<file path="src/akm_pkg.sv">
// Shared types, constants and the key character table of the multi-tap keypad entry unit.
package akm_pkg;

    // Default number of entries in the text ring.
    localparam int AKM_RING_DEPTH = 8;

    // Field widths.
    localparam int SAMPLE_W = 12;
    localparam int WINDOW_W = 8;
    localparam int TOL_W    = 12;
    localparam int SUM_W    = 20;
    localparam int CHAR_W   = 7;
    localparam int CFG_W    = 12;
    localparam int KEY_W    = 4;
    localparam int TAP_W    = 2;

    // The divider produces one quotient bit per step over the whole sum.
    localparam int DIV_STEPS = SUM_W;
    localparam int DIV_CNT_W = $clog2(DIV_STEPS);

    // Register indexes of the configuration port.
    localparam logic REG_WINDOW_LENGTH       = 1'b0;
    localparam logic REG_STABILITY_TOLERANCE = 1'b1;

    // Reset values of the configuration registers.
    localparam logic [WINDOW_W-1:0] WINDOW_RESET    = 8'd80;
    localparam logic [TOL_W-1:0]    TOLERANCE_RESET = 12'd100;

    // Key code that means no key has been seen yet.
    localparam logic [KEY_W:0] NO_KEY = 5'd16;

    // Special characters.
    localparam logic [CHAR_W-1:0] CH_SKIP  = 7'h5F;
    localparam logic [CHAR_W-1:0] CH_FLUSH = 7'h26;

    // Destinations of a result.
    localparam logic DEST_DISPLAY = 1'b0;
    localparam logic DEST_UART    = 1'b1;

    // Four characters for each of the sixteen keys, indexed by {key, tap}.
    localparam logic [CHAR_W-1:0] KEY_CHARS [64] = '{
        7'h31, 7'h41, 7'h42, 7'h43,   // 1 A B C
        7'h32, 7'h44, 7'h45, 7'h46,   // 2 D E F
        7'h33, 7'h47, 7'h48, 7'h49,   // 3 G H I
        7'h21, 7'h32, 7'h33, 7'h34,   // ! 2 3 4
        7'h34, 7'h4A, 7'h4B, 7'h4C,   // 4 J K L
        7'h35, 7'h4D, 7'h4E, 7'h4F,   // 5 M N O
        7'h36, 7'h50, 7'h51, 7'h52,   // 6 P Q R
        7'h2C, 7'h53, 7'h54, 7'h55,   // , S T U
        7'h37, 7'h56, 7'h57, 7'h58,   // 7 V W X
        7'h38, 7'h59, 7'h5A, 7'h5F,   // 8 Y Z _
        7'h39, 7'h5F, 7'h5F, 7'h5F,   // 9 _ _ _
        7'h2E, 7'h5F, 7'h5F, 7'h5F,   // . _ _ _
        7'h2B, 7'h2D, 7'h2A, 7'h2F,   // + - * /
        7'h26, 7'h26, 7'h26, 7'h26,   // & & & &
        7'h30, 7'h20, 7'h5F, 7'h5F,   // 0 space _ _
        7'h3C, 7'h5F, 7'h5F, 7'h5F    // < _ _ _
    };

    function automatic logic [CHAR_W-1:0] akm_key_char(input logic [KEY_W-1:0] key,
                                                      input logic [TAP_W-1:0] tap);
        return KEY_CHARS[{key, tap}];
    endfunction

    // Commands from the controller to the datapath.
    typedef struct packed {
        logic take;        // input transaction accepted this cycle
        logic div_step;    // one restoring division step
        logic commit_key;  // accepted window: update key, tap and character
        logic emit;        // show character, store it in the ring
        logic flush_read;  // read ring entry at the flush index
        logic flush_out;   // send the read entry on the UART
    } akm_cmd_t;

    // Status from the datapath to the controller.
    typedef struct packed {
        logic window_close;  // the next sample closes the window
        logic div_last;      // last division step
        logic accept;        // window is stable
        logic is_skip;       // selected character emits nothing
        logic is_flush;      // selected character flushes the ring
        logic fill_zero;     // text ring is empty
        logic flush_last;    // flush index is the last filled entry
        logic out_free;      // output register can take a result
    } akm_status_t;

endpackage

</file>
<file path="src/adc_keypad_multitap_entry_unit.sv">
// Top level of the resistor-ladder keypad multi-tap text entry unit.
//
//   Channel   Handshake            Payload                                  Direction
//   input     in_valid/in_ready    sample[11:0]                             into block
//   output    out_valid/out_ready  destination, character[6:0], last_of_run out of block
//   config    cfg_we               cfg_index, cfg_data[11:0]                into block
//
// A sample that does not close the averaging window leaves the controller ready for
// the next sample. A sample that closes it runs the restoring divider (one quotient
// bit per cycle over the 20-bit sum) and a decision state, then an emit state for a
// displayed character, or a registered ring read and an output state per flushed byte.
// Reset is asynchronous and active low; it restores the configuration defaults
// and clears counters, the key history and the ring fill count.
// A stalled output only holds the controller when it has a new result to load.
//
// Each accepted sample is added into a 20-bit window sum. When the sample count
// reaches the window length, the sum is divided by the window length (256 for a
// zero register) and the average is checked against the last sample and the
// stability tolerance. A stable window selects a key (average bits 11:8). Pressing
// the same key again steps the tap index modulo four; a new key restarts it. The
// character table gives the character: an underscore produces no transaction, an
// ampersand sends every buffered character on the UART in order, and anything
// else is shown on the display and appended to the text ring.
module adc_keypad_multitap_entry_unit import akm_pkg::*; #(
    parameter int RING_DEPTH = AKM_RING_DEPTH
) (
    input  logic                clk,
    input  logic                rst_n,
    input  logic                cfg_we,
    input  logic                cfg_index,
    input  logic [CFG_W-1:0]    cfg_data,
    input  logic                in_valid,
    output logic                in_ready,
    input  logic [SAMPLE_W-1:0] sample,
    output logic                out_valid,
    input  logic                out_ready,
    output logic                destination,
    output logic [CHAR_W-1:0]   character,
    output logic                last_of_run
);

    akm_cmd_t    cmd;
    akm_status_t status;

    // Sequencing of the window decision, display write and ring flush.
    akm_ctrl u_ctrl (
        .clk     (clk),
        .rst_n   (rst_n),
        .in_valid(in_valid),
        .in_ready(in_ready),
        .status  (status),
        .cmd     (cmd)
    );

    // Window sum, divider, key and tap state, text ring and output register.
    akm_dp #(
        .RING_DEPTH(RING_DEPTH)
    ) u_dp (
        .clk        (clk),
        .rst_n      (rst_n),
        .cfg_we     (cfg_we),
        .cfg_index  (cfg_index),
        .cfg_data   (cfg_data),
        .sample     (sample),
        .cmd        (cmd),
        .status     (status),
        .out_ready  (out_ready),
        .out_valid  (out_valid),
        .destination(destination),
        .character  (character),
        .last_of_run(last_of_run)
    );

    // Only flushed bytes can be followed by more results of the same sample.
    assert property (@(posedge clk) disable iff (!rst_n)
        (out_valid && !last_of_run) |-> (destination == DEST_UART))
        else $error("non-final result was not a UART byte");

    // Skip and flush characters are never shown on the display.
    assert property (@(posedge clk) disable iff (!rst_n)
        (out_valid && destination == DEST_DISPLAY) |->
            (character != CH_SKIP && character != CH_FLUSH))
        else $error("control character sent to the display");

    // No new sample transaction is taken while the divider is running.
    assert property (@(posedge clk) disable iff (!rst_n)
        cmd.div_step |-> !in_ready)
        else $error("input ready during division");

endmodule

</file>
<file path="src/akm_ram.sv">
// Generic single-write, single-read RAM with a registered read port.
module akm_ram #(
    parameter int WIDTH = 8,
    parameter int DEPTH = 8
) (
    input  logic                     clk,
    input  logic                     we,
    input  logic [$clog2(DEPTH)-1:0] waddr,
    input  logic [WIDTH-1:0]         wdata,
    input  logic                     re,
    input  logic [$clog2(DEPTH)-1:0] raddr,
    output logic [WIDTH-1:0]         rdata
);

    logic [WIDTH-1:0] mem [DEPTH];
    logic [WIDTH-1:0] rdata_reg;

    always_ff @(posedge clk)
    begin
        if (we)
        begin
            mem[waddr] <= wdata;
        end
        if (re)
        begin
            rdata_reg <= mem[raddr];
        end
    end

    assign rdata = rdata_reg;

endmodule

</file>
<file path="src/akm_ctrl.sv">
// Controller state machine of the multi-tap keypad entry unit.
module akm_ctrl import akm_pkg::*; (
    input  logic        clk,
    input  logic        rst_n,
    input  logic        in_valid,
    output logic        in_ready,
    input  akm_status_t status,
    output akm_cmd_t    cmd
);

    typedef enum logic [5:0] {
        S_IDLE      = 6'b000001,
        S_DIV       = 6'b000010,
        S_DECIDE    = 6'b000100,
        S_EMIT      = 6'b001000,
        S_FLUSH_RD  = 6'b010000,
        S_FLUSH_OUT = 6'b100000
    } akm_state_t;

    akm_state_t state_reg;
    akm_state_t state_next;

    always_comb
    begin
        state_next = state_reg;
        cmd        = '0;
        in_ready   = 1'b0;
        unique case (state_reg)
            S_IDLE:
            begin
                in_ready = 1'b1;
                cmd.take = in_valid;
                if (in_valid && status.window_close)
                begin
                    state_next = S_DIV;
                end
            end
            S_DIV:
            begin
                cmd.div_step = 1'b1;
                if (status.div_last)
                begin
                    state_next = S_DECIDE;
                end
            end
            S_DECIDE:
            begin
                cmd.commit_key = status.accept;
                priority if (!status.accept || status.is_skip)
                begin
                    state_next = S_IDLE;
                end
                else if (status.is_flush)
                begin
                    state_next = status.fill_zero ? S_IDLE : S_FLUSH_RD;
                end
                else
                begin
                    state_next = S_EMIT;
                end
            end
            S_EMIT:
            begin
                if (status.out_free)
                begin
                    cmd.emit   = 1'b1;
                    state_next = S_IDLE;
                end
            end
            S_FLUSH_RD:
            begin
                cmd.flush_read = 1'b1;
                state_next     = S_FLUSH_OUT;
            end
            S_FLUSH_OUT:
            begin
                if (status.out_free)
                begin
                    cmd.flush_out = 1'b1;
                    state_next    = status.flush_last ? S_IDLE : S_FLUSH_RD;
                end
            end
            default:
            begin
                state_next = S_IDLE;
            end
        endcase
    end

    always_ff @(posedge clk or negedge rst_n)
    begin
        if (!rst_n)
        begin
            state_reg <= S_IDLE;
        end
        else
        begin
            state_reg <= state_next;
        end
    end

endmodule

</file>
<file path="src/akm_dp.sv">
// Datapath of the multi-tap keypad entry unit: window sum, divider, key logic, ring and output.
module akm_dp import akm_pkg::*; #(
    parameter int RING_DEPTH = AKM_RING_DEPTH
) (
    input  logic                clk,
    input  logic                rst_n,
    input  logic                cfg_we,
    input  logic                cfg_index,
    input  logic [CFG_W-1:0]    cfg_data,
    input  logic [SAMPLE_W-1:0] sample,
    input  akm_cmd_t            cmd,
    output akm_status_t         status,
    input  logic                out_ready,
    output logic                out_valid,
    output logic                destination,
    output logic [CHAR_W-1:0]   character,
    output logic                last_of_run
);

    localparam int FILL_W = $clog2(RING_DEPTH);

    logic [WINDOW_W-1:0]  window_reg,   window_next;
    logic [TOL_W-1:0]     tol_reg,      tol_next;
    logic [WINDOW_W-1:0]  count_reg,    count_next;
    logic [SUM_W-1:0]     sum_reg,      sum_next;
    logic [SAMPLE_W-1:0]  sample_reg,   sample_next;
    logic [KEY_W:0]       prev_key_reg, prev_key_next;
    logic [TAP_W-1:0]     tap_reg,      tap_next;
    logic [FILL_W-1:0]    fill_reg,     fill_next;
    logic [FILL_W-1:0]    idx_reg,      idx_next;
    logic [SUM_W-1:0]     div_q_reg,    div_q_next;
    logic [WINDOW_W:0]    div_rem_reg,  div_rem_next;
    logic [WINDOW_W:0]    divisor_reg,  divisor_next;
    logic [DIV_CNT_W-1:0] div_cnt_reg,  div_cnt_next;
    logic [CHAR_W-1:0]    char_reg,     char_next;
    logic                 out_valid_reg, out_valid_next;
    logic                 out_dest_reg,  out_dest_next;
    logic [CHAR_W-1:0]    out_char_reg,  out_char_next;
    logic                 out_last_reg,  out_last_next;

    logic [WINDOW_W-1:0]  count_inc;
    logic [SUM_W-1:0]     sum_add;
    logic [WINDOW_W+1:0]  trial;
    logic [WINDOW_W+1:0]  trial_diff;
    logic                 trial_ge;
    logic [SUM_W-1:0]     gap;
    logic [KEY_W-1:0]     key;
    logic [TAP_W-1:0]     tap_new;
    logic [CHAR_W-1:0]    char_new;
    logic                 fill_last;
    logic [CHAR_W-1:0]    ring_rdata;

    akm_ram #(
        .WIDTH(CHAR_W),
        .DEPTH(RING_DEPTH)
    ) u_ring (
        .clk  (clk),
        .we   (cmd.emit),
        .waddr(fill_reg),
        .wdata(char_reg),
        .re   (cmd.flush_read),
        .raddr(idx_reg),
        .rdata(ring_rdata)
    );

    always_comb
    begin
        count_inc  = count_reg + WINDOW_W'(1);
        sum_add    = sum_reg + SUM_W'(sample);
        trial      = {div_rem_reg, div_q_reg[SUM_W-1]};
        trial_diff = trial - {1'b0, divisor_reg};
        trial_ge   = trial >= {1'b0, divisor_reg};
        gap        = div_q_reg - SUM_W'(sample_reg);
        key        = div_q_reg[KEY_W+7:8];
        tap_new    = ({1'b0, key} == prev_key_reg) ? tap_reg + TAP_W'(1) : '0;
        char_new   = akm_key_char(key, tap_new);
        fill_last  = fill_reg == FILL_W'(RING_DEPTH - 1);

        status.window_close = count_inc == window_reg;
        status.div_last     = div_cnt_reg == DIV_CNT_W'(DIV_STEPS - 1);
        status.accept       = (div_q_reg >= SUM_W'(sample_reg)) && (gap < SUM_W'(tol_reg));
        status.is_skip      = char_new == CH_SKIP;
        status.is_flush     = char_new == CH_FLUSH;
        status.fill_zero    = fill_reg == '0;
        status.flush_last   = idx_reg == fill_reg - FILL_W'(1);
        status.out_free     = !out_valid_reg || out_ready;
    end

    always_comb
    begin
        window_next    = window_reg;
        tol_next       = tol_reg;
        count_next     = count_reg;
        sum_next       = sum_reg;
        sample_next    = sample_reg;
        prev_key_next  = prev_key_reg;
        tap_next       = tap_reg;
        fill_next      = fill_reg;
        idx_next       = idx_reg;
        div_q_next     = div_q_reg;
        div_rem_next   = div_rem_reg;
        divisor_next   = divisor_reg;
        div_cnt_next   = div_cnt_reg;
        char_next      = char_reg;
        out_valid_next = out_valid_reg;
        out_dest_next  = out_dest_reg;
        out_char_next  = out_char_reg;
        out_last_next  = out_last_reg;

        if (cfg_we)
        begin
            unique case (cfg_index)
                REG_WINDOW_LENGTH:       window_next = cfg_data[WINDOW_W-1:0];
                REG_STABILITY_TOLERANCE: tol_next    = cfg_data[TOL_W-1:0];
                default:                 ;
            endcase
        end

        if (cmd.take)
        begin
            sample_next = sample;
            if (status.window_close)
            begin
                // A zero window length wraps the counter, so it divides by 256.
                count_next   = '0;
                sum_next     = '0;
                div_q_next   = sum_add;
                div_rem_next = '0;
                div_cnt_next = '0;
                divisor_next = (window_reg == '0) ? {1'b1, {WINDOW_W{1'b0}}}
                                                  : {1'b0, window_reg};
            end
            else
            begin
                count_next = count_inc;
                sum_next   = sum_add;
            end
        end

        if (cmd.div_step)
        begin
            div_q_next   = {div_q_reg[SUM_W-2:0], trial_ge};
            div_rem_next = trial_ge ? trial_diff[WINDOW_W:0] : trial[WINDOW_W:0];
            div_cnt_next = div_cnt_reg + DIV_CNT_W'(1);
        end

        if (cmd.commit_key)
        begin
            prev_key_next = {1'b0, key};
            tap_next      = tap_new;
            char_next     = char_new;
            idx_next      = '0;
        end

        if (out_ready)
        begin
            out_valid_next = 1'b0;
        end

        if (cmd.emit)
        begin
            fill_next      = fill_last ? '0 : fill_reg + FILL_W'(1);
            out_valid_next = 1'b1;
            out_dest_next  = DEST_DISPLAY;
            out_char_next  = char_reg;
            out_last_next  = 1'b1;
        end

        if (cmd.flush_out)
        begin
            idx_next       = idx_reg + FILL_W'(1);
            out_valid_next = 1'b1;
            out_dest_next  = DEST_UART;
            out_char_next  = ring_rdata;
            out_last_next  = status.flush_last;
        end
    end

    always_ff @(posedge clk or negedge rst_n)
    begin
        if (!rst_n)
        begin
            window_reg    <= WINDOW_RESET;
            tol_reg       <= TOLERANCE_RESET;
            count_reg     <= '0;
            sum_reg       <= '0;
            prev_key_reg  <= NO_KEY;
            tap_reg       <= '0;
            fill_reg      <= '0;
            div_cnt_reg   <= '0;
            out_valid_reg <= 1'b0;
        end
        else
        begin
            window_reg    <= window_next;
            tol_reg       <= tol_next;
            count_reg     <= count_next;
            sum_reg       <= sum_next;
            prev_key_reg  <= prev_key_next;
            tap_reg       <= tap_next;
            fill_reg      <= fill_next;
            div_cnt_reg   <= div_cnt_next;
            out_valid_reg <= out_valid_next;
        end
    end

    always_ff @(posedge clk)
    begin
        sample_reg   <= sample_next;
        idx_reg      <= idx_next;
        div_q_reg    <= div_q_next;
        div_rem_reg  <= div_rem_next;
        divisor_reg  <= divisor_next;
        char_reg     <= char_next;
        out_dest_reg <= out_dest_next;
        out_char_reg <= out_char_next;
        out_last_reg <= out_last_next;
    end

    assign out_valid   = out_valid_reg;
    assign destination = out_dest_reg;
    assign character   = out_char_reg;
    assign last_of_run = out_last_reg;

endmodule
</file>
<file path="config.mk">
export PLATFORM = sky130hd
export DESIGN_NAME = adc_keypad_multitap_entry_unit
export DESIGN_NICKNAME = d
export VERILOG_FILES = /design/src/akm_pkg.sv /design/src/adc_keypad_multitap_entry_unit.sv /design/src/akm_ram.sv /design/src/akm_ctrl.sv /design/src/akm_dp.sv
export SDC_FILE = /design/constraint.sdc
export NUM_CORES = 1
export LEC_CHECK = 0
export BUFFER_PORTS_ARGS = -buffer_cell sky130_fd_sc_hd__clkbuf_2
export CAP_MARGIN = 0
export CORE_MARGIN = 2
export CORE_UTILIZATION = 30
export CTS_BUF_LIST = sky130_fd_sc_hd__clkbuf_4 sky130_fd_sc_hd__clkbuf_8
export DETAILED_ROUTE_END_ITERATION = 8
export HOLD_SLACK_MARGIN = 0.15
export PLACE_DENSITY = 0.52
export SETUP_SLACK_MARGIN = 0.15
export SLEW_MARGIN = 5
export SYNTH_ARGS = -nofsm -noshare
export SYNTH_HDL_FRONTEND = slang
export SYNTH_SLANG_ARGS = --single-unit
export TNS_END_PERCENT = 100
</file>
<file path="constraint.sdc">
create_clock -name clk -period 11.19 [get_ports clk]
set_input_delay 0 -clock clk [delete_from_list [all_inputs] [get_ports clk]]
set_output_delay 0 -clock clk [all_outputs]
set_load 0.02 [all_outputs]
</file>
==> impl_metrics.ini, run 1 <==
[worst_hold_path]
hold_path_class = input pin to asynchronous set/reset pin

[timing]
finClkSkew_ns = 0.03419
tightestPinTransition_ns = 1.057
timing.final.crit_share_pct = 40.03
finalMaxSlewViolations = 0
setup_violations = 0
hold_violations = 0
grt_setup_unrepaired = false
period_minus_slack_ns = 4.479
fmax_mhz = 223.3
setup_tns_ns = 0
maxSlewHeadroom_pct = 29.53

[cells_and_area]
fin_cells = 1565
area_growth_pct = 16.16
finalNetCount = 1160
insertedDiodeCount = 0
largest_reg_flops = 56
drive_above_1_share_pct = 18.41

[clock_tree]
htreeDepth = 2
cts.clk_slew.worst_paths_ns = 0.06
cts_sinks = 202
insertion_delay_ns = 0.54
cts_tree = done
cts_buffer_depth = 3
root_buffer = clkbuf_8
cts_made_buffers = 38

[logic_synthesis]
yosys-top-cells-area = edfxtp_1, dfrtp_1, ha_1
synth_common_cells = edfxtp_1, nand2_1, dfrtp_1, nor2_1, o21ai_0
syn_area_um2 = 11130
syn_inst = 986
synth_top_area_share_pct = 35.35
synth_area_leader_cell = edfxtp_1
yosys.cell_count.top_type = edfxtp_1
async_flop_share_pct = 34.65
synth_seq_area_share_pct = 51.35
synth_edf_count = 131
synth_top_flop_cell = edfxtp_1
yosysWarnings = 0
syn_nets = 1077
yosys.cell_types.count = 74
synth_seq_cells = 202
post_synth.cell_area_avg_um2 = 11.28

[grt]
grt_max_degree = 71
track_usage_pct = 14.03
grt_pass1_vias = 7976
grt_pass1_wl_mm = 42.79
antenna_found_initial = 0
overflow = 0

[status]
status = completed

[die]
core_um2 = 36610
rows = 70
dieArea_um2 = 38650
die_h_um = 196.6
die_w_um = 196.6
pin_count = 41
initial_core_util_pct = 30.39

[critical_path]
crit_slowest_cell = nor2_1
critical_path_arrival_ns = 4.62
timing.rr.end = u_dp.char_reg[4]
r2r-start = u_dp.div_q_reg[0]
worst_path_largest_cell_delay_ns = 0.54
required_ns = 11.33
worst-path-buf-inv = 2
cp_top_family = compound AO/OA/AOI/OAI gates
end_kind = register
cp_cell_sequence = inv_1 > ha_1 > inv_1 > fa_1 > a21o_1 > a221oi_1 > o21a_1 > nor2_1 > a21oi_1 > xnor2_1 > ha_1 > o21ai_0 > a21oi_1 > a21oi_1 > o2111ai_1 > a2111oi_0 > o2111ai_1 > nor2_1
reg2reg_slack_ns = 6.71
path_class = register to register
r2r.worst_path.cells = 18
crit_path_max_fanout = 8
path_common_cell = a21oi_1
startpoint_type = register

[detailed_routing]
num_vias = 7842
drt_first_pass_iters = 4
wl_mm = 26.34
drc = 0
vias_per_cell = 5.011
ant_nets = 0
wl_per_cell_um = 16.83
first_iter_violations = 438

[placed_design]
dp_cells = 1465
gp_congestion = 0.8638
port_buffers = 40
hpwl_mm = 17.78

[power]
ir_drop_mv = 0.1042
finalPower_mw = 2.164
power.density_nw_per_um2 = 167.4
leakage_nw = 5.079

[run]
cap_violations = 0
area by class of cell:
cell class	instances	area [um2]
inverter	60	225.2
multi-input combinational	681	5029
clock buffer	58	698.2
timing repair buffer	86	628.1
clock inverter	10	45.04
tap	468	585.6
fill	3644	23690
sequential	202	5714
power breakdown:
| part | internal (mW) | switching (mW) | total [mW] |
|---|---|---|---|
| clock | 0.396 | 0.312 | 0.709 |
| sequential | 0.884 | 0.0590 | 0.943 |
| combinational | 0.220 | 0.292 | 0.512 |
| total | 1.50 | 0.664 | 2.16 |
per-layer routing:
| metal | track usage, % | part of all wire (%) | up-vias | wire length (um) |
|---|---|---|---|---|
| met2 | 23.40 | 48 | 156 | 12660 |
| met1 | 18.24 | 46 | 3836 | 12000 |
| met3 | 2.584 | 3.8 | 43 | 1010 |
| li1 | - | - | 3807 | - |
| met4 | 5.124 | 2.5 | 0 | 666 |
| met5 | 0 | 0 | - | 0 |
cell families (layout without fill, tap and decap cells):
family	after synthesis	in the layout	synth area share (%)
multiplexers	63	63	7.916
AO/OA/AOI/OAI	213	213	12.65
flip-flops	202	202	51.35
AND/OR/NAND/NOR	285	285	12.88
XOR/XNOR	59	59	4.644
adder cells (fa/ha/maj)	61	61	7.062
buffers and inverters	103	214	3.497
metrics by stage:
| stage | utilization [%] | cell area [um2] | hold slack (ns) | worst slack (ns) |
|---|---|---|---|---|
| floorplan | - | 11130 | -0.2956 | 7.214 |
| global placement | 32.40 | 11860 | 0.2042 | 6.783 |
| detailed placement | 32.40 | 11860 | 0.2037 | 6.750 |
| CTS | 35.30 | 12920 | 0.1536 | 6.687 |
| global route | 35.30 | 12920 | 0.1701 | 6.248 |
| finish | 35.30 | 12920 | 0.1505 | 6.711 |
cells in the final DEF (no fill, tap or decap), types with 12 or more instances in the layout:
cell type,synthesis,layout
clkbuf_8,0,42
o211ai_1,12,12
nand2_1,85,85
mux4_2,14,14
inv_1,59,59
o21ai_0,61,61
mux2_2,36,36
clkbuf_4,0,16
a21oi_1,46,46
ha_1,58,58
edfxtp_1,131,131
dfrtp_1,63,63
nor2_1,63,63
nand3_1,20,20
o31ai_1,18,18
buf_4,0,15
xor2_1,34,34
nor3_1,20,20
clkbuf_2,0,39
nand4_1,12,12
dlygate4sd3_1,0,32
xnor2_1,25,25
worst register-to-register path: cells and delay by family (launching register included):
family / cells / cell delay [ns]
flip-flops: 1 / 0.37
adder cells (fa/ha/maj): 3 / 0.81
XOR/XNOR: 1 / 0.14
AND/OR/NAND/NOR: 2 / 0.59
AO/OA/AOI/OAI: 10 / 2.06
buffers and inverters: 2 / 0.12
what timing repair did:
| item | in CTS | in global routing |
|---|---|---|
| hold endpoints to repair | 134 | 0 |
| gates resized for setup | 0 | 0 |
| hold buffers | 32 | 0 |
| setup buffers | 0 | 0 |
worst max path at each step:
stage	to	start	depth (start not counted)
finish	u_dp.char_reg[4]	u_dp.div_q_reg[0]	18
floorplan	u_dp.prev_key_reg[0]	u_dp.div_q_reg[0]	19
CTS	u_dp.char_reg[4]	u_dp.div_q_reg[0]	18
global placement	u_dp.char_reg[3]	u_dp.div_q_reg[0]	18
global route	u_dp.char_reg[4]	u_dp.div_q_reg[0]	18
detailed placement	u_dp.char_reg[3]	u_dp.div_q_reg[0]	18
Power figures use the tool's default switching activity.
==> run 2, diff against run 1 <==
--- a/config.mk
+++ b/config.mk
@@ -5,6 +5,7 @@
 export SDC_FILE = /design/constraint.sdc
 export NUM_CORES = 1
 export LEC_CHECK = 0
+export ABC_AREA = 1
 export BUFFER_PORTS_ARGS = -buffer_cell sky130_fd_sc_hd__clkbuf_2
 export CAP_MARGIN = 0
 export CORE_MARGIN = 2
@@ -12,7 +13,7 @@
 export CTS_BUF_LIST = sky130_fd_sc_hd__clkbuf_4 sky130_fd_sc_hd__clkbuf_8
 export DETAILED_ROUTE_END_ITERATION = 8
 export HOLD_SLACK_MARGIN = 0.15
-export PLACE_DENSITY = 0.52
+export PLACE_DENSITY = 0.53
 export SETUP_SLACK_MARGIN = 0.15
 export SLEW_MARGIN = 5
 export SYNTH_ARGS = -nofsm -noshare
==> constraint.sdc (replaced) <==
create_clock -name clk -period 4 [get_ports clk]
set_input_delay 0 -clock clk [delete_from_list [all_inputs] [get_ports clk]]
set_output_delay 0 -clock clk [all_outputs]
set_load 0.02 [all_outputs]
==> impl_metrics.ini, run 2 <==
[status]
status = completed

[timing]
hold_violations = 0
timing.hold.ws_ns = 0.1956
finalMaxSlewViolations = 0
setup_violations = 0
finClkSkew_ns = 0.02565
period_minus_slack_ns = 3.488
timing.final.crit_share_pct = 87.21
setup_tns_ns = 0
grt_setup_unrepaired = false
tightestPinTransition_ns = 1.003
maxSlewHeadroom_pct = 32.65
fmax_mhz = 286.7

[clock_tree]
cts.clk_slew.worst_paths_ns = 0.06
insertion_delay_ns = 0.54
cts_tree = done
cts_setup_buffers = 0
cts_buffer_depth = 3
cts_sinks = 202
root_buffer = clkbuf_8
cts_made_buffers = 38
htreeDepth = 2

[cells_and_area]
area_growth_pct = 17.08
final_util_pct = 35.50
largest_reg_flops = 56
layout_common_cells = nand2_1, inv_1, edfxtp_1
layout_commonest_cell = nand2_1
insertedDiodeCount = 0
finalNetCount = 1426
drive_above_1_share_pct = 15.16

[power]
clockPowerShare_pct = 27.9
p_seq_share_pct = 36.9
switching_share_pct = 36.88
p_int_mw = 4.777
power_frac_comb_pct = 35.2
power.density_nw_per_um2 = 568.6
ir_drop_mv = 0.3232
power_switching_mw = 2.791
leakage_nw = 5.801

[logic_synthesis]
syn_inst = 1244
synth_seq_area_share_pct = 50.27
yosys.cell_count.top_type = nand2_1
post_synth.cell_area_avg_um2 = 9.138
syn_area_um2 = 11370
yosys.cell_types.count = 53
synth_top_area_share_pct = 34.61
synth_edf_count = 131
synth_seq_cells = 202
async_flop_share_pct = 34.65
yosys-top-cells-area = edfxtp_1, dfrtp_1, nand2_1
syn_nets = 1335
synth_top_flop_cell = edfxtp_1
synth_common_cells = nand2_1, inv_1, edfxtp_1
yosysWarnings = 0
synth_area_leader_cell = edfxtp_1

[critical_path]
reg2reg_slack_ns = 0.51
crit_start = u_dp.div_q_reg[0]
critical_path_arrival_ns = 3.71
path_class = register to register
end_kind = register
timing.rr.end = u_dp.idx_reg[2]
r2r-start = u_dp.div_q_reg[0]
required_ns = 4.23
crit_path_max_fanout = 14
startpoint_type = register
r2r.worst_path.cells = 22

[detailed_routing]
first_iter_violations = 511
num_vias = 8534
ant_nets = 0
wl_per_cell_um = 13.91
wl_mm = 26.10
drc = 0
vias_per_cell = 4.549
drt_first_pass_iters = 5

[worst_hold_path]
hold_path_class = input pin to register
min_from = sample[4]
hold_depth = 2
min_to = u_dp.sample_reg[4]

[grt]
track_usage_pct = 13.68
overflow = 0
grt_pass1_wl_mm = 43.33
grt_pass1_vias = 8652
grt_max_degree = 49
antenna_found_initial = 0

[run]
cap_violations = 0

[die]
core_um2 = 37490
die_w_um = 198.7
rows = 71
die_h_um = 198.7
pin_count = 41
dieArea_um2 = 39460
initial_core_util_pct = 30.32

[placed_design]
port_buffers = 40
gp_congestion = 0.8203
hpwl_mm = 18.38
[run 2: repair_timing]
| action | 4_1_cts | 5_1_grt |
|---|---|---|
| hold endpoints to repair | 133 | 0 |
| hold buffers | 36 | 0 |
| endpoints found under the setup margin | 0 | 3 |
| gates resized for setup | 0 | 1 |
[run 2: logic make-up (layout without fill, tap and decap cells)]
group	after synthesis	after routing	share of synthesized area (%)
flops	202	202	50.27
compound gates	241	241	11.83
buf+inv	216	337	7.793
mux	7	7	0.6935
fa+ha+maj	61	61	6.913
xor+xnor	52	52	4.139
simple gates	465	465	18.36
[run 2: how the worst max path moves through the flow]
stage	to	slack, ns	depth (start not counted)
floorplan	u_dp.char_reg[0]	0.74	20
global placement	u_dp.idx_reg[2]	0.53	22
detailed placement	u_dp.idx_reg[1]	0.47	22
CTS	u_dp.idx_reg[2]	0.46	22
global route	u_dp.idx_reg[0]	0.21	22
finish	u_dp.idx_reg[2]	0.51	22
[run 2: cell type report]
class                   count  area [um2]
clock buffers              59       730.7
clock inverters            11       78.83
fillers                  3849       24180
inverters                 175       671.9
multi-input cells         826        4781
flip-flops and latches    202        5714
well taps                 511       639.4
repair buffers             92       693.2
[run 2: per-layer routing]
| layer | vias up | track usage (%) | share of wire (%) |
|---|---|---|---|
| met2 | 141 | 23.06 | 47 |
| met3 | 53 | 2.289 | 3.2 |
| met4 | 0 | 4.478 | 2.5 |
| met1 | 3983 | 17.87 | 47 |
| met5 | - | 0 | 0 |
| li1 | 4357 | - | - |
[run 2: power groups by stage]
stage,logic [mW],registers [mW],clock network (mW)
3_3_place_gp,2.59,2.82,0
4_1_cts,2.68,2.79,2.19
3_5_place_dp,2.62,2.83,0
5_1_grt,3.06,2.82,2.27
2_1_floorplan,2.05,2.76,0
6_report,2.66,2.79,2.11
[run 2: stage by stage]
stage | instance area, um2 | power (mW) | std cells | worst slack, ns
after floorplan | 11370 | 4.815 | 1244 | 0.7351
after global placement | 12120 | 5.410 | 1770 | 0.5302
after detailed placement | 12120 | 5.452 | 1770 | 0.4687
after CTS | 13300 | 7.668 | 1876 | 0.4580
after global routing | 13310 | 8.158 | 1876 | 0.2057
final | 13310 | 7.568 | 1876 | 0.5116
[run 2: worst max-delay path, cell delays in order (launching register included)]
cell	delay [ns]
edfxtp_1	0.38
inv_1	0.07
ha_1	0.13
inv_1	0.06
fa_1	0.45
nand2_1	0.11
inv_2	0.04
nand2_2	0.06
nand2_4	0.06
nand2_1	0.07
nand2_2	0.06
xor2_1	0.14
ha_1	0.27
nand2_1	0.08
nor2_1	0.04
and2_1	0.14
o21bai_1	0.13
nand2_1	0.08
nand2_1	0.10
nand4_1	0.08
nor2_1	0.20
nand3_4	0.20
nand2_1	0.22
==> run 3, diff against run 2 <==
--- a/config.mk
+++ b/config.mk
@@ -8,13 +8,12 @@
 export ABC_AREA = 1
 export BUFFER_PORTS_ARGS = -buffer_cell sky130_fd_sc_hd__clkbuf_2
 export CAP_MARGIN = 0
-export CORE_MARGIN = 2
-export CORE_UTILIZATION = 30
+export CORE_UTILIZATION = 40
 export CTS_BUF_LIST = sky130_fd_sc_hd__clkbuf_4 sky130_fd_sc_hd__clkbuf_8
 export DETAILED_ROUTE_END_ITERATION = 8
 export HOLD_SLACK_MARGIN = 0.15
-export PLACE_DENSITY = 0.53
-export SETUP_SLACK_MARGIN = 0.15
+export PLACE_DENSITY = 0.65
+export SETUP_SLACK_MARGIN = 0.2
 export SLEW_MARGIN = 5
 export SYNTH_ARGS = -nofsm -noshare
 export SYNTH_HDL_FRONTEND = slang
==> impl_metrics.ini, run 3 (synthesis gave the netlist of run 2 again) <==
[critical_path]
cp_cell_sequence = inv_1 > ha_1 > inv_1 > fa_1 > nand2_1 > inv_2 > nand2_2 > nand2_4 > nand2_1 > nand2_2 > xor2_1 > ha_1 > nand2_1 > nor2_1 > and2_1 > o21bai_1 > nand2_1 > nand2_1 > nand4_1 > nor2_1 > nand3_4 > nand2_1
end_kind = register
crit_path_max_fanout = 14
cp_top_family = simple AND/OR/NAND/NOR gates
worst-path-buf-inv = 3
startpoint_type = register
critical_path_arrival_ns = 3.65
path_common_cell = nand2_1
r2r.worst_path.cells = 22
timing.rr.end = u_dp.idx_reg[1]
required_ns = 4.21
crit_start = u_dp.div_q_reg[0]
worst_path_largest_cell_delay_ns = 0.42
reg2reg_slack_ns = 0.55
crit_slowest_cell = fa_1
r2r-start = u_dp.div_q_reg[0]
path_class = register to register

[cells_and_area]
regArea_um2 = 5714
final_util_pct = 46.91
area_growth_pct = 14.97
fill_cells = 2594
largest_reg_flops = 56
insertedDiodeCount = 0
layout_commonest_cell = nand2_1
layout_common_cells = nand2_1, inv_1, edfxtp_1
multi_input_area_um2 = 4781
finalNetCount = 1421
drive_above_1_share_pct = 14.86

[timing]
finalMaxSlewViolations = 0
tightestPinTransition_ns = 0.9428
setup_tns_ns = 0
hold_violations = 0
setup_violations = 0
fmax_mhz = 290.2
layout_setup_ws_ns = 0.5542
timing.hold.ws_ns = 0.1401
grt_setup_unrepaired = false
finClkSkew_ns = 0.04283
maxSlewHeadroom_pct = 36.56
timing.final.crit_share_pct = 86.15
period_minus_slack_ns = 3.446

[grt]
overflow = 0
grt_pass1_wl_mm = 42.02
grt_pass1_vias = 8585
antenna_found_initial = 0
grt_max_degree = 71
track_usage_pct = 17.96

[detailed_routing]
top_layer_used = met4
wl_per_cell_um = 14.48
ant_nets = 0
drt_first_pass_iters = 5
drc = 0
first_iter_violations = 434
wl_met3_mm = 1.157
num_vias = 8715
wl_mm = 25.14
wl_met1_mm = 11.89
dr_wl_met2_mm = 11.76
vias_per_cell = 5.017

[power]
finalPower_mw = 7.513
ir_drop_mv = 0.3815
leakage_nw = 5.771
power_frac_comb_pct = 34.9
power_switching_mw = 2.787
switching_share_pct = 37.09
p_seq_share_pct = 37.3
power.density_nw_per_um2 = 574.9
clockPowerShare_pct = 27.8
p_int_mw = 4.726

[die]
rows = 61
dieArea_um2 = 29100
die_h_um = 170.6
initial_core_util_pct = 40.80
pin_count = 41
die_w_um = 170.6
core_um2 = 27860

[clock_tree]
root_buffer = clkbuf_8
cts_made_buffers = 37
cts_tree = done
cts_setup_buffers = 0
cts_sinks = 202
cts.clk_slew.worst_paths_ns = 0.06
htreeDepth = 2
cts_buffer_depth = 3
insertion_delay_ns = 0.55

[placed_design]
port_buffers = 40
gp_congestion = 0.8547
preCtsSetupSlack_ns = 0.5506
hpwl_mm = 17.46

[worst_hold_path]
hold_path_class = input pin to asynchronous set/reset pin

[run]
cap_violations = 0

[status]
status = completed
run 3: how the worst max path moves through the flow:
stage                        to  slack [ns]  cells after the start
2_1_floorplan  u_dp.char_reg[0]        0.74                     20
3_3_place_gp    u_dp.idx_reg[0]        0.60                     22
3_5_place_dp    u_dp.idx_reg[0]        0.55                     22
4_1_cts         u_dp.idx_reg[1]        0.50                     22
5_1_grt         u_dp.idx_reg[1]        0.25                     22
6_report        u_dp.idx_reg[1]        0.55                     22
run 3: layout make-up:
cell class              instances  share of cell area, %
clock buffers                  52                  4.902
clock inverters                16                  1.091
inverters                     175                  5.141
multi-input cells             826                  36.58
flip-flops and latches        202                  43.72
well taps                     378                  3.619
repair buffers                 88                  4.940
run 3: per-layer routing:
metal	track usage, %	up-vias
li1	-	4334
met1	24.14	4158
met2	30.04	190
met3	2.938	33
met4	4.583	0
met5	0	-
run 3: power by group through the flow:
| stage | Sequential, mW | Clock, mW | Combinational (mW) |
|---|---|---|---|
| after floorplan | 2.76 | 0 | 2.05 |
| after global placement | 2.83 | 0 | 2.53 |
| after detailed placement | 2.84 | 0 | 2.58 |
| after CTS | 2.80 | 2.14 | 2.62 |
| after global routing | 2.83 | 2.22 | 3.02 |
| final | 2.80 | 2.09 | 2.62 |
run 3: per-stage QoR:
stage          instance area, um2  instances
2_1_floorplan               11370       1244
3_3_place_gp                11950       1636
3_5_place_dp                11950       1636
4_1_cts                     13060       1737
5_1_grt                     13070       1737
6_report                    13070       1737
run 3: what timing repair did:
item                                    CTS  global route
hold buffers                             33             0
hold endpoints to repair                131             0
gates resized for setup                   0             1
endpoints found under the setup margin    0             1
run 3: worst reg2reg max path, stage by stage (launching register included):
cell and delay [ns]:
edfxtp_1 0.39, inv_1 0.07, ha_1 0.14, inv_1 0.06, fa_1 0.42, nand2_1 0.10, inv_2 0.04, nand2_2 0.06
nand2_4 0.06, nand2_1 0.07, nand2_2 0.06, xor2_1 0.14, ha_1 0.27, nand2_1 0.07, nor2_1 0.04, and2_1 0.15
o21bai_1 0.12, nand2_1 0.07, nand2_1 0.08, nand4_1 0.08, nor2_1 0.20, nand3_4 0.20, nand2_1 0.22
